--- config.mk ---
export PLATFORM = sky130hd
export DESIGN_NAME = lpc_speech_synthesizer
export DESIGN_NICKNAME = d
export VERILOG_FILES = /design/src/rtl/lpcs_pkg.sv /design/src/rtl/lpcs_mul.sv /design/src/rtl/lpc_speech_synthesizer.sv
export SDC_FILE = /design/constraint.sdc
export NUM_CORES = 1
export LEC_CHECK = 0
export BUFFER_PORTS_ARGS = -buffer_cell sky130_fd_sc_hd__buf_4
export CAP_MARGIN = 20
export CORE_MARGIN = 1
export CORE_UTILIZATION = 50
export CTS_CLUSTER_DIAMETER = 80
export CTS_CLUSTER_SIZE = 20
export DETAILED_ROUTE_END_ITERATION = 10
export GPL_TIMING_DRIVEN = 0
export MAX_ROUTING_LAYER = met4
export PLACE_DENSITY = 0.74
export SKIP_CTS_REPAIR_TIMING = 1
export SLEW_MARGIN = 20
export SYNTH_ARGS = -nofsm -noshare
export SYNTH_HDL_FRONTEND = slang
export SYNTH_SLANG_ARGS = --single-unit
--- constraint.sdc ---
create_clock -name clk -period 9 [get_ports clk]
set_clock_uncertainty 0.2 [all_clocks]
set_input_delay 1.35 -clock clk [delete_from_list [all_inputs] [get_ports clk]]
set_output_delay 1.35 -clock clk [all_outputs]
set_load 0.02 [all_outputs]
--- src/rtl/lpcs_pkg.sv ---
// Shared types, constants and the noise table of the LPC speech synthesizer.
// No dependencies; imported by lpcs_mul and lpc_speech_synthesizer.
package lpcs_pkg;

    localparam int LPCS_ORDER     = 10;
    localparam int LPCS_FRAC_BITS = 10;

    localparam int DATA_W      = 16;
    localparam int PITCH_W     = 8;
    localparam int PWM_W       = 8;
    localparam int IDX_IN_W    = 4;
    localparam int CFG_INDEX_W = 2;

    localparam int DIGIT_W     = 4;
    localparam int DIGITS      = DATA_W / DIGIT_W;
    localparam int DIGIT_CNT_W = $clog2(DIGITS);
    localparam int ACC_W       = 2 * DATA_W;

    localparam int NOISE_DEPTH = 256;
    localparam int NOISE_AW    = $clog2(NOISE_DEPTH);

    localparam logic [PITCH_W-1:0] VOICING_RESET = 8'h15;
    localparam int DE_OFFSET = 32767 / 2;
    localparam int PWM_SHIFT = $clog2(128);
    localparam int PWM_ROUND = (1 << PWM_SHIFT) - 1;

    typedef enum logic [1:0] {
        CMD_LOAD  = 2'd0,
        CMD_FRAME = 2'd1,
        CMD_TICK  = 2'd2
    } cmd_t;

    localparam logic [CFG_INDEX_W-1:0] CFG_DEEMPH  = 2'd0;
    localparam logic [CFG_INDEX_W-1:0] CFG_VOICING = 2'd1;

    typedef struct packed {
        logic busy;
        logic done;
    } mul_status_t;

    localparam logic signed [DATA_W-1:0] NOISE_ROM [NOISE_DEPTH] = '{
        16'sd494, 16'sd724, -16'sd351, 16'sd36, 16'sd87, 16'sd438, -16'sd35, 16'sd210,
        16'sd389, 16'sd1017, -16'sd246, 16'sd803, 16'sd192, 16'sd329, -16'sd297, -16'sd364,
        -16'sd201, 16'sd707, -16'sd712, -16'sd938, -16'sd744, -16'sd944, 16'sd129, 16'sd1021,
        -16'sd998, 16'sd695, 16'sd798, 16'sd130, 16'sd514, -16'sd202, -16'sd341, -16'sd969,
        16'sd381, -16'sd295, 16'sd101, 16'sd809, -16'sd244, -16'sd46, -16'sd81, -16'sd149,
        16'sd354, -16'sd232, 16'sd219, 16'sd735, 16'sd778, -16'sd532, 16'sd301, 16'sd0,
        16'sd503, -16'sd128, 16'sd244, 16'sd685, -16'sd245, -16'sd299, 16'sd6, -16'sd922,
        16'sd956, -16'sd625, -16'sd383, 16'sd469, -16'sd935, -16'sd600, 16'sd704, -16'sd492,
        16'sd804, -16'sd346, 16'sd801, -16'sd802, 16'sd750, 16'sd644, 16'sd307, -16'sd362,
        -16'sd137, 16'sd949, 16'sd677, -16'sd851, 16'sd718, -16'sd1009, 16'sd172, -16'sd1017,
        16'sd472, -16'sd451, 16'sd4, 16'sd877, -16'sd639, 16'sd337, -16'sd335, -16'sd299,
        -16'sd684, 16'sd319, 16'sd391, -16'sd833, -16'sd405, 16'sd601, -16'sd126, 16'sd718,
        -16'sd860, -16'sd963, -16'sd988, -16'sd650, -16'sd309, -16'sd431, 16'sd116, 16'sd5,
        -16'sd769, -16'sd397, -16'sd427, -16'sd533, -16'sd346, -16'sd136, -16'sd644, 16'sd831,
        16'sd635, 16'sd75, -16'sd492, -16'sd779, 16'sd697, 16'sd270, -16'sd871, 16'sd1022,
        16'sd232, -16'sd161, -16'sd1006, -16'sd808, -16'sd372, -16'sd301, 16'sd456, 16'sd1021,
        -16'sd50, -16'sd685, 16'sd628, 16'sd540, 16'sd235, -16'sd61, -16'sd747, -16'sd369,
        -16'sd998, 16'sd673, -16'sd676, 16'sd519, 16'sd369, 16'sd785, -16'sd332, 16'sd739,
        -16'sd505, 16'sd504, -16'sd113, -16'sd766, -16'sd96, 16'sd678, 16'sd37, 16'sd103,
        -16'sd786, 16'sd524, 16'sd920, 16'sd701, 16'sd297, 16'sd387, -16'sd318, -16'sd115,
        -16'sd92, 16'sd681, -16'sd732, 16'sd522, -16'sd626, -16'sd447, -16'sd610, -16'sd752,
        -16'sd641, -16'sd811, 16'sd967, -16'sd252, 16'sd342, -16'sd958, 16'sd992, 16'sd225,
        -16'sd859, -16'sd433, 16'sd346, 16'sd20, -16'sd932, -16'sd551, -16'sd51, 16'sd531,
        -16'sd500, -16'sd849, 16'sd491, -16'sd397, -16'sd276, 16'sd315, 16'sd500, -16'sd96,
        -16'sd98, -16'sd946, 16'sd838, 16'sd436, -16'sd751, -16'sd736, -16'sd558, 16'sd239,
        -16'sd430, -16'sd171, -16'sd412, 16'sd655, -16'sd705, 16'sd376, -16'sd574, 16'sd308,
        16'sd708, -16'sd772, 16'sd606, 16'sd951, -16'sd17, -16'sd1, 16'sd29, 16'sd575,
        -16'sd732, -16'sd831, 16'sd817, -16'sd703, 16'sd265, 16'sd927, -16'sd676, 16'sd708,
        -16'sd584, -16'sd339, -16'sd143, 16'sd10, -16'sd223, -16'sd224, -16'sd285, -16'sd669,
        16'sd78, -16'sd998, -16'sd87, 16'sd743, 16'sd145, -16'sd825, 16'sd42, 16'sd930,
        -16'sd714, 16'sd52, -16'sd308, -16'sd841, 16'sd481, -16'sd382, 16'sd51, -16'sd127,
        16'sd190, 16'sd65, 16'sd80, 16'sd147, 16'sd63, 16'sd59, -16'sd392, 16'sd871
    };

endpackage

--- src/rtl/lpcs_mul.sv ---
// Digit-serial signed fixed-point multiplier: one 4-bit digit of b per cycle, MSB first.
// Depends on lpcs_pkg; product is (a*b) >>> FRAC_BITS truncated to 16 bits.
module lpcs_mul
    import lpcs_pkg::*;
#(
    parameter int FRAC_BITS = LPCS_FRAC_BITS
)
(
    input  logic                     clk,
    input  logic                     rst_n,
    input  logic                     start,
    input  logic signed [DATA_W-1:0] a,
    input  logic signed [DATA_W-1:0] b,
    output mul_status_t              status,
    output logic signed [DATA_W-1:0] prod
);

    localparam int PP_W = DATA_W + DIGIT_W + 1;
    localparam logic [DIGIT_CNT_W-1:0] LAST_DIGIT = DIGIT_CNT_W'(DIGITS - 1);

    logic signed [DATA_W-1:0]  a_reg;
    logic        [DATA_W-1:0]  b_reg;
    logic signed [ACC_W-1:0]   acc_reg;
    logic signed [ACC_W-1:0]   acc_next;
    logic [DIGIT_CNT_W-1:0]    cnt_reg;
    logic                      busy_reg;
    logic                      done_reg;
    logic signed [DIGIT_W:0]   digit;
    logic signed [PP_W-1:0]    pp;

    always_comb
    begin
        if (cnt_reg == '0)
        begin
            digit = $signed({b_reg[DATA_W-1], b_reg[DATA_W-1 -: DIGIT_W]});
        end
        else
        begin
            digit = $signed({1'b0, b_reg[DATA_W-1 -: DIGIT_W]});
        end
        pp       = PP_W'(a_reg) * PP_W'(digit);
        acc_next = $signed({acc_reg[ACC_W-DIGIT_W-1:0], {DIGIT_W{1'b0}}})
                 + $signed({{(ACC_W-PP_W){pp[PP_W-1]}}, pp});
    end

    always_ff @(posedge clk or negedge rst_n)
    begin
        if (!rst_n)
        begin
            busy_reg <= 1'b0;
            done_reg <= 1'b0;
            cnt_reg  <= '0;
        end
        else
        begin
            done_reg <= 1'b0;
            if (start)
            begin
                busy_reg <= 1'b1;
                cnt_reg  <= '0;
            end
            else if (busy_reg)
            begin
                cnt_reg <= cnt_reg + DIGIT_CNT_W'(1);
                if (cnt_reg == LAST_DIGIT)
                begin
                    busy_reg <= 1'b0;
                    done_reg <= 1'b1;
                end
            end
        end
    end

    always_ff @(posedge clk)
    begin
        if (start)
        begin
            a_reg   <= a;
            b_reg   <= b;
            acc_reg <= '0;
        end
        else if (busy_reg)
        begin
            b_reg   <= {b_reg[DATA_W-DIGIT_W-1:0], {DIGIT_W{1'b0}}};
            acc_reg <= acc_next;
        end
    end

    assign status.busy = busy_reg;
    assign status.done = done_reg;
    assign prod        = acc_reg[FRAC_BITS +: DATA_W];

endmodule

--- src/rtl/lpc_speech_synthesizer.sv ---
// Top level of the LPC speech synthesizer: command decode, excitation, filter sequencing.
// Depends on lpcs_pkg and lpcs_mul (shared digit-serial multiplier).
//
//   channel  direction  handshake            payload
//   in       input      in_valid / in_stall  cmd, coef_index, coef_value, frame_gain,
//                                            pitch_period, new_phrase
//   out      output     out_valid/out_stall  pwm_sample
//   cfg      input      cfg_valid/cfg_ready  cfg_index, cfg_data
//
// Load and frame items leave the block idle, ready for the next item. A tick runs
// ORDER+1 products (voiced) or ORDER+2 (unvoiced) through the shared multiplier; each
// product is issued, runs its 4 digits of b and signals done, then the sample is output.
// Reset clears all state at once; no clearing pass. A stalled output blocks the next
// item only when a tick finishes while the previous sample is still held.
module lpc_speech_synthesizer
    import lpcs_pkg::*;
#(
    parameter int ORDER     = LPCS_ORDER,
    parameter int FRAC_BITS = LPCS_FRAC_BITS
)
(
    input  logic                     clk,
    input  logic                     rst_n,
    input  logic                     in_valid,
    output logic                     in_stall,
    input  logic [1:0]               cmd,
    input  logic [IDX_IN_W-1:0]      coef_index,
    input  logic signed [DATA_W-1:0] coef_value,
    input  logic signed [DATA_W-1:0] frame_gain,
    input  logic [PITCH_W-1:0]       pitch_period,
    input  logic                     new_phrase,
    output logic                     out_valid,
    input  logic                     out_stall,
    output logic [PWM_W-1:0]         pwm_sample,
    input  logic                     cfg_valid,
    output logic                     cfg_ready,
    input  logic [CFG_INDEX_W-1:0]   cfg_index,
    input  logic [DATA_W-1:0]        cfg_data
);

    localparam int SEL_W = $clog2(ORDER + 2);
    localparam int IDX_W = (ORDER > 1) ? $clog2(ORDER) : 1;
    localparam logic [SEL_W-1:0] LAST_SEL = SEL_W'(ORDER + 1);

    typedef enum logic [1:0] {
        S_IDLE,
        S_MUL,
        S_OUT
    } state_t;

    state_t                   state_reg;
    logic [SEL_W-1:0]         sel_reg;
    logic                     mul_start_reg;
    logic                     out_valid_reg;
    logic [PWM_W-1:0]         pwm_reg;
    logic signed [DATA_W-1:0] deemph_factor_reg;
    logic [PITCH_W-1:0]       voicing_reg;
    logic signed [DATA_W-1:0] gain_reg;
    logic [PITCH_W-1:0]       pitch_reg;
    logic [DATA_W-1:0]        sample_clock_reg;
    logic [DATA_W-1:0]        last_pulse_reg;
    logic [NOISE_AW-1:0]      noise_idx_reg;
    logic signed [DATA_W-1:0] noise_reg;
    logic signed [DATA_W-1:0] deemph_prev_reg;
    logic signed [DATA_W-1:0] x_reg;
    logic signed [DATA_W-1:0] coef_reg [ORDER];
    logic signed [DATA_W-1:0] hist_reg [ORDER];

    logic                     accept;
    logic                     commit;
    logic                     unvoiced;
    logic                     pulse_due;
    logic [DATA_W-1:0]        since_pulse;
    logic [SEL_W-1:0]         tap_sel;
    logic [IDX_W-1:0]         tap_idx;
    logic signed [DATA_W-1:0] mul_a;
    logic signed [DATA_W-1:0] mul_b;
    logic signed [DATA_W-1:0] mul_prod;
    mul_status_t              mul_status;
    logic signed [DATA_W-1:0] de_next;
    logic signed [DATA_W:0]   pwm_t;
    logic signed [DATA_W:0]   pwm_adj;
    logic [PWM_W-1:0]         pwm_next;

    assign accept      = in_valid && !in_stall;
    assign in_stall    = (state_reg != S_IDLE);
    assign cfg_ready   = 1'b1;
    assign out_valid   = out_valid_reg;
    assign pwm_sample  = pwm_reg;
    assign commit      = (state_reg == S_MUL) && mul_status.done && (sel_reg == LAST_SEL);

    assign unvoiced    = (pitch_reg < voicing_reg);
    assign since_pulse = sample_clock_reg - last_pulse_reg;
    assign pulse_due   = (since_pulse >= {{(DATA_W-PITCH_W){1'b0}}, pitch_reg});

    assign tap_sel     = sel_reg - SEL_W'(1);
    assign tap_idx     = tap_sel[IDX_W-1:0];

    always_comb
    begin
        if (sel_reg == '0)
        begin
            mul_a = gain_reg;
            mul_b = noise_reg;
        end
        else if (sel_reg == LAST_SEL)
        begin
            mul_a = deemph_factor_reg;
            mul_b = deemph_prev_reg;
        end
        else
        begin
            mul_a = coef_reg[tap_idx];
            mul_b = hist_reg[tap_idx];
        end
    end

    assign de_next  = x_reg + mul_prod;
    assign pwm_t    = $signed({deemph_prev_reg[DATA_W-1], deemph_prev_reg})
                    + $signed((DATA_W+1)'(DE_OFFSET));
    assign pwm_adj  = pwm_t + (pwm_t[DATA_W] ? $signed((DATA_W+1)'(PWM_ROUND))
                                             : $signed({(DATA_W+1){1'b0}}));
    assign pwm_next = pwm_adj[PWM_SHIFT +: PWM_W];

    lpcs_mul #(
        .FRAC_BITS (FRAC_BITS)
    ) u_mul (
        .clk    (clk),
        .rst_n  (rst_n),
        .start  (mul_start_reg),
        .a      (mul_a),
        .b      (mul_b),
        .status (mul_status),
        .prod   (mul_prod)
    );

    always_ff @(posedge clk or negedge rst_n)
    begin
        if (!rst_n)
        begin
            state_reg         <= S_IDLE;
            sel_reg           <= '0;
            mul_start_reg     <= 1'b0;
            out_valid_reg     <= 1'b0;
            pwm_reg           <= '0;
            deemph_factor_reg <= '0;
            voicing_reg       <= VOICING_RESET;
            gain_reg          <= '0;
            pitch_reg         <= '0;
            sample_clock_reg  <= '0;
            last_pulse_reg    <= '0;
            noise_idx_reg     <= '0;
            noise_reg         <= '0;
            deemph_prev_reg   <= '0;
            x_reg             <= '0;
        end
        else
        begin
            mul_start_reg <= 1'b0;
            if (out_valid_reg && !out_stall)
            begin
                out_valid_reg <= 1'b0;
            end
            if (cfg_valid && cfg_ready)
            begin
                unique case (cfg_index)
                    CFG_DEEMPH:  deemph_factor_reg <= $signed(cfg_data);
                    CFG_VOICING: voicing_reg       <= cfg_data[PITCH_W-1:0];
                    default:     ;
                endcase
            end
            unique case (state_reg)
                S_IDLE:
                begin
                    if (in_valid)
                    begin
                        unique case (cmd_t'(cmd))
                            CMD_FRAME:
                            begin
                                gain_reg  <= frame_gain;
                                pitch_reg <= pitch_period;
                                if (new_phrase)
                                begin
                                    sample_clock_reg <= '0;
                                end
                            end
                            CMD_TICK:
                            begin
                                noise_reg     <= NOISE_ROM[noise_idx_reg];
                                noise_idx_reg <= noise_idx_reg + NOISE_AW'(1);
                                x_reg         <= '0;
                                if (unvoiced)
                                begin
                                    sel_reg <= '0;
                                end
                                else
                                begin
                                    sel_reg <= SEL_W'(1);
                                    if (pulse_due)
                                    begin
                                        last_pulse_reg <= sample_clock_reg;
                                        x_reg          <= gain_reg <<< 2;
                                    end
                                end
                                mul_start_reg <= 1'b1;
                                state_reg     <= S_MUL;
                            end
                            default: ;
                        endcase
                    end
                end
                S_MUL:
                begin
                    if (mul_status.done)
                    begin
                        if (sel_reg == LAST_SEL)
                        begin
                            deemph_prev_reg  <= de_next;
                            sample_clock_reg <= sample_clock_reg + DATA_W'(1);
                            state_reg        <= S_OUT;
                        end
                        else
                        begin
                            x_reg         <= x_reg + mul_prod;
                            sel_reg       <= sel_reg + SEL_W'(1);
                            mul_start_reg <= 1'b1;
                        end
                    end
                end
                S_OUT:
                begin
                    if (!out_valid_reg || !out_stall)
                    begin
                        out_valid_reg <= 1'b1;
                        pwm_reg       <= pwm_next;
                        state_reg     <= S_IDLE;
                    end
                end
                default:
                begin
                    state_reg <= S_IDLE;
                end
            endcase
        end
    end

    always_ff @(posedge clk or negedge rst_n)
    begin
        if (!rst_n)
        begin
            for (int k = 0; k < ORDER; k++)
            begin
                coef_reg[k] <= '0;
                hist_reg[k] <= '0;
            end
        end
        else
        begin
            if (accept && (cmd_t'(cmd) == CMD_LOAD)
                && ({1'b0, coef_index} < (IDX_IN_W+1)'(ORDER)))
            begin
                coef_reg[coef_index[IDX_W-1:0]] <= coef_value;
            end
            if (accept && (cmd_t'(cmd) == CMD_FRAME))
            begin
                for (int k = 0; k < ORDER; k++)
                begin
                    hist_reg[k] <= '0;
                end
            end
            else if (commit)
            begin
                hist_reg[0] <= x_reg;
                for (int k = 1; k < ORDER; k++)
                begin
                    hist_reg[k] <= hist_reg[k-1];
                end
            end
        end
    end

`ifndef SYNTH
    assert property (@(posedge clk) disable iff (!rst_n)
        mul_status.done |-> (state_reg == S_MUL))
        else $error("multiplier done outside filter sequencing");

    assert property (@(posedge clk) disable iff (!rst_n)
        !in_stall |-> (!mul_status.busy && !mul_start_reg))
        else $error("item taken while multiplier active");

    assert property (@(posedge clk) disable iff (!rst_n)
        sel_reg <= LAST_SEL)
        else $error("product select out of range");

    assert property (@(posedge clk) disable iff (!rst_n)
        mul_start_reg |=> (mul_status.busy && !mul_status.done))
        else $error("multiplier did not start");

    assert property (@(posedge clk) disable iff (!rst_n)
        (state_reg == S_OUT) |-> !mul_status.busy)
        else $error("sample output while multiplier busy");
`endif

endmodule
==> results.toml <==
[setup_path]
worstSetupPathType = "reg -> reg"
worstSetupStartpointType = "flip-flop"
cp_max_fo = 13
worstPathRequired_ns = 9.33
cp.arrival_ns = 6.80
r2r-end = "noise_reg[7]$_DFFE_PN0P_"
crit_path_end_kind = "flip-flop"
r2r_start = "noise_idx_reg[1]$_DFFE_PN0P_"
reg2reg_depth = 13
r2r_slack_ns = 2.53

[place]
dp_cells = 4217
place_area_um2 = 34940
place_hpwl_um = 95360
port_buffers = 61
place.gp.congestion = 1.072

[min_path]
hold_depth = 2
min_to = "noise_reg[2]$_DFFE_PN0P_"
min-delay-start = "noise_reg[2]$_DFFE_PN0P_"
min_path_type = "reg -> reg"

[routing]
drtAntennaViolNets = 0
routed_wl_um = 127100
num_vias = 27971
wl_per_cell_um = 29.71
drt_pass1_iterations = 7
via_per_inst = 6.537
drt_iter0_drc = 3155
route.detailed.drc = 0

[clock_network]
cts_root_buf = "clkbuf_16"
path_clk_slew_ns = 0.07
cts_sinks = 529
cts_tree = "done"
h-tree-depth = 2
clk_latency_ns = 0.60
clk_path_buf_depth = 3
numCtsBuffers = 37

[sta]
post-route-min-period_ns = 6.471
timing.final.crit_share = 0.7190
finalSetupViolations = 0
finalSetupTns_ns = 0
slew_viol_final = 0
fmax_ghz = 0.1545
relSlewSlack = 0.1896
worst_pin_slew_ns = 1.211
hold_violations = 0
rsz0062_at_grt = "false"

[floorplan]
chipWidth_um = 259.8
ioPinCount = 81
dieHeight_um = 259.8
dieArea_um2 = 67500
row_count = 94
core_area_um2 = 65750
initial_core_util = 0.5054

[yosys]
syn_inst = 3286
ys_seq_area_frac = 0.3994
synth_ff_type = "dfrtp_1"
yosys_warnings = 0
avgSynthCellArea_um2 = 10.11
ys_ff_latch = 529
syn_area_um2 = 33230
synth_edf_count = 32
syn-num-nets = 3575
ys_async_sr_fraction = 0.8904
synthDistinctLibCells = 85

[cells_and_area]
area_delta_synth_final_pct = 8.577
utilization = 0.5488
final_cells = 4279
final_area_um2 = 36080
drive_above_1_share = 0.1316
finalNetCount = 3681

[global_route]
grt_usage = 0.3891
grt_overflow_total = 0
grt_pass1_wl_um = 185100
grt_max_degree = 88
antenna_found_initial = 6
grt_pass1_vias = 27158

[run]
drv_cap = 0

[status]
status = "completed"
[routing by layer]
metal | track usage | vias up | wire length [um]
met3 | 0.1137 | 268 | 14060
met5 | - | - | 0
li1 | - | 11971 | -
met2 | 0.5396 | 1491 | 53490
met1 | 0.5426 | 14241 | 55100
met4 | 0.1276 | 0 | 4485
[logic make-up after synthesis]
kind of cell | after synthesis | synth area share
fa+ha+maj | 219 | 0.1012
simple gates | 848 | 0.1161
mux | 391 | 0.1563
other cells | 1 | 0.0001128
buf+inv | 409 | 0.04688
compound gates | 806 | 0.1582
flops | 529 | 0.3994
xor+xnor | 83 | 0.02188
[how the worst max path moves through the flow]
stage | startpoint | endpoint | slack, ns | cells after the start
global placement | rst_n | last_pulse_reg[13]$_DFFE_PN0P_ | 1.36 | 1
floorplan | u_mul.cnt_reg[0]$_DFFE_PN0P_ | u_mul.acc_reg[24]$_SDFFE_PP0P_ | 3.48 | 21
detailed placement | u_mul.cnt_reg[0]$_DFFE_PN0P_ | u_mul.acc_reg[24]$_SDFFE_PP0P_ | 2.63 | 21
global route | u_mul.cnt_reg[0]$_DFFE_PN0P_ | u_mul.acc_reg[24]$_SDFFE_PP0P_ | 2.39 | 21
CTS | u_mul.cnt_reg[0]$_DFFE_PN0P_ | u_mul.acc_reg[24]$_SDFFE_PP0P_ | 2.64 | 21
finish | noise_idx_reg[1]$_DFFE_PN0P_ | noise_reg[7]$_DFFE_PN0P_ | 2.53 | 13
[cells in the final DEF, fill, tap and decap left out, types with 29 or more instances in the layout]
cell	count
clkbuf_16	37
edfxtp_1	32
o221ai_1	38
xnor2_1	53
xor2_1	30
o211ai_1	29
inv_1	162
a22o_1	98
nand3_1	56
a21oi_1	222
a31oi_1	31
mux4_2	79
a211oi_1	40
mux2i_1	98
buf_1	61
fa_1	83
nor2_1	201
nand2_1	364
nor3_1	48
o21ai_0	190
dfrtp_1	468
clkbuf_1	184
ha_1	136
and2_1	62
buf_4	61
mux2_2	208
[critical path, stage by stage, from the launching register on]
cell and delay (ns):
dfrtp_1 0.73, clkbuf_1 0.78, inv_1 0.64, ha_1 0.46, clkbuf_1 0.60, or2_2 0.23, clkbuf_1 0.70, nand2_1 0.29
o22ai_1 0.70, a22oi_1 0.21, o311ai_0 0.22, mux4_2 0.47, nand2_1 0.07, nand2_1 0.09
[synth_stat cells, drive strengths merged, types with 8 or more instances]
cell type	count	area [um2]
mux4	79	1779
ha	136	1702
a21oi	222	1111
or3	17	106.4
or2	9	56.30
o22ai	13	81.33
dfrtp	468	11710
and2	63	394.1
a22o	98	858.3
o21ai	190	950.9
nor2b	18	112.6
nor3b	8	70.06
dfxtp	26	520.5
nand2b	22	137.6
mux2	214	2432
o211ai	29	217.7
nand4	11	83.83
o221ai	38	332.8
and3	11	68.82
xnor2	53	464.2
a21o	24	180.2
xor2	30	262.8
o31ai	11	82.58
fa	83	1662
a211oi	41	307.8
nor3	49	250.2
a311oi	11	96.34
a31oi	31	193.9
buf	66	270.3
mux2i	98	980.9
a211o	11	96.34
o21a	20	150.1
nand2	364	1366
nand3	57	297.8
inv	163	611.8
nor2	202	758.2
edfxtp	32	960.9
clkbuf	179	671.9
[layout make-up]
| type | instances | area [um2] |
|---|---|---|
| multi-input cells | 2348 | 18430 |
| diodes | 4 | 10.01 |
| flip-flops and latches | 529 | 13270 |
| fillers | 5850 | 29660 |
| clock inverters | 13 | 155.1 |
| well taps | 864 | 1081 |
| clock buffers | 45 | 965.9 |
| repair buffers | 67 | 608.1 |
| plain buffers | 245 | 945.9 |
| inverters | 164 | 615.6 |
[through the flow]
step	hold WS, ns	setup WS, ns
5_1_grt	0.3117	2.394
6_report	0.2912	2.529
4_1_cts	0.2927	2.637
2_1_floorplan	0.2391	3.478
3_3_place_gp	0.2626	1.356
3_5_place_dp	0.2755	2.635
Power is not shown: default switching activity piles up to over one toggle a cycle in this logic, so the estimate is an artifact.
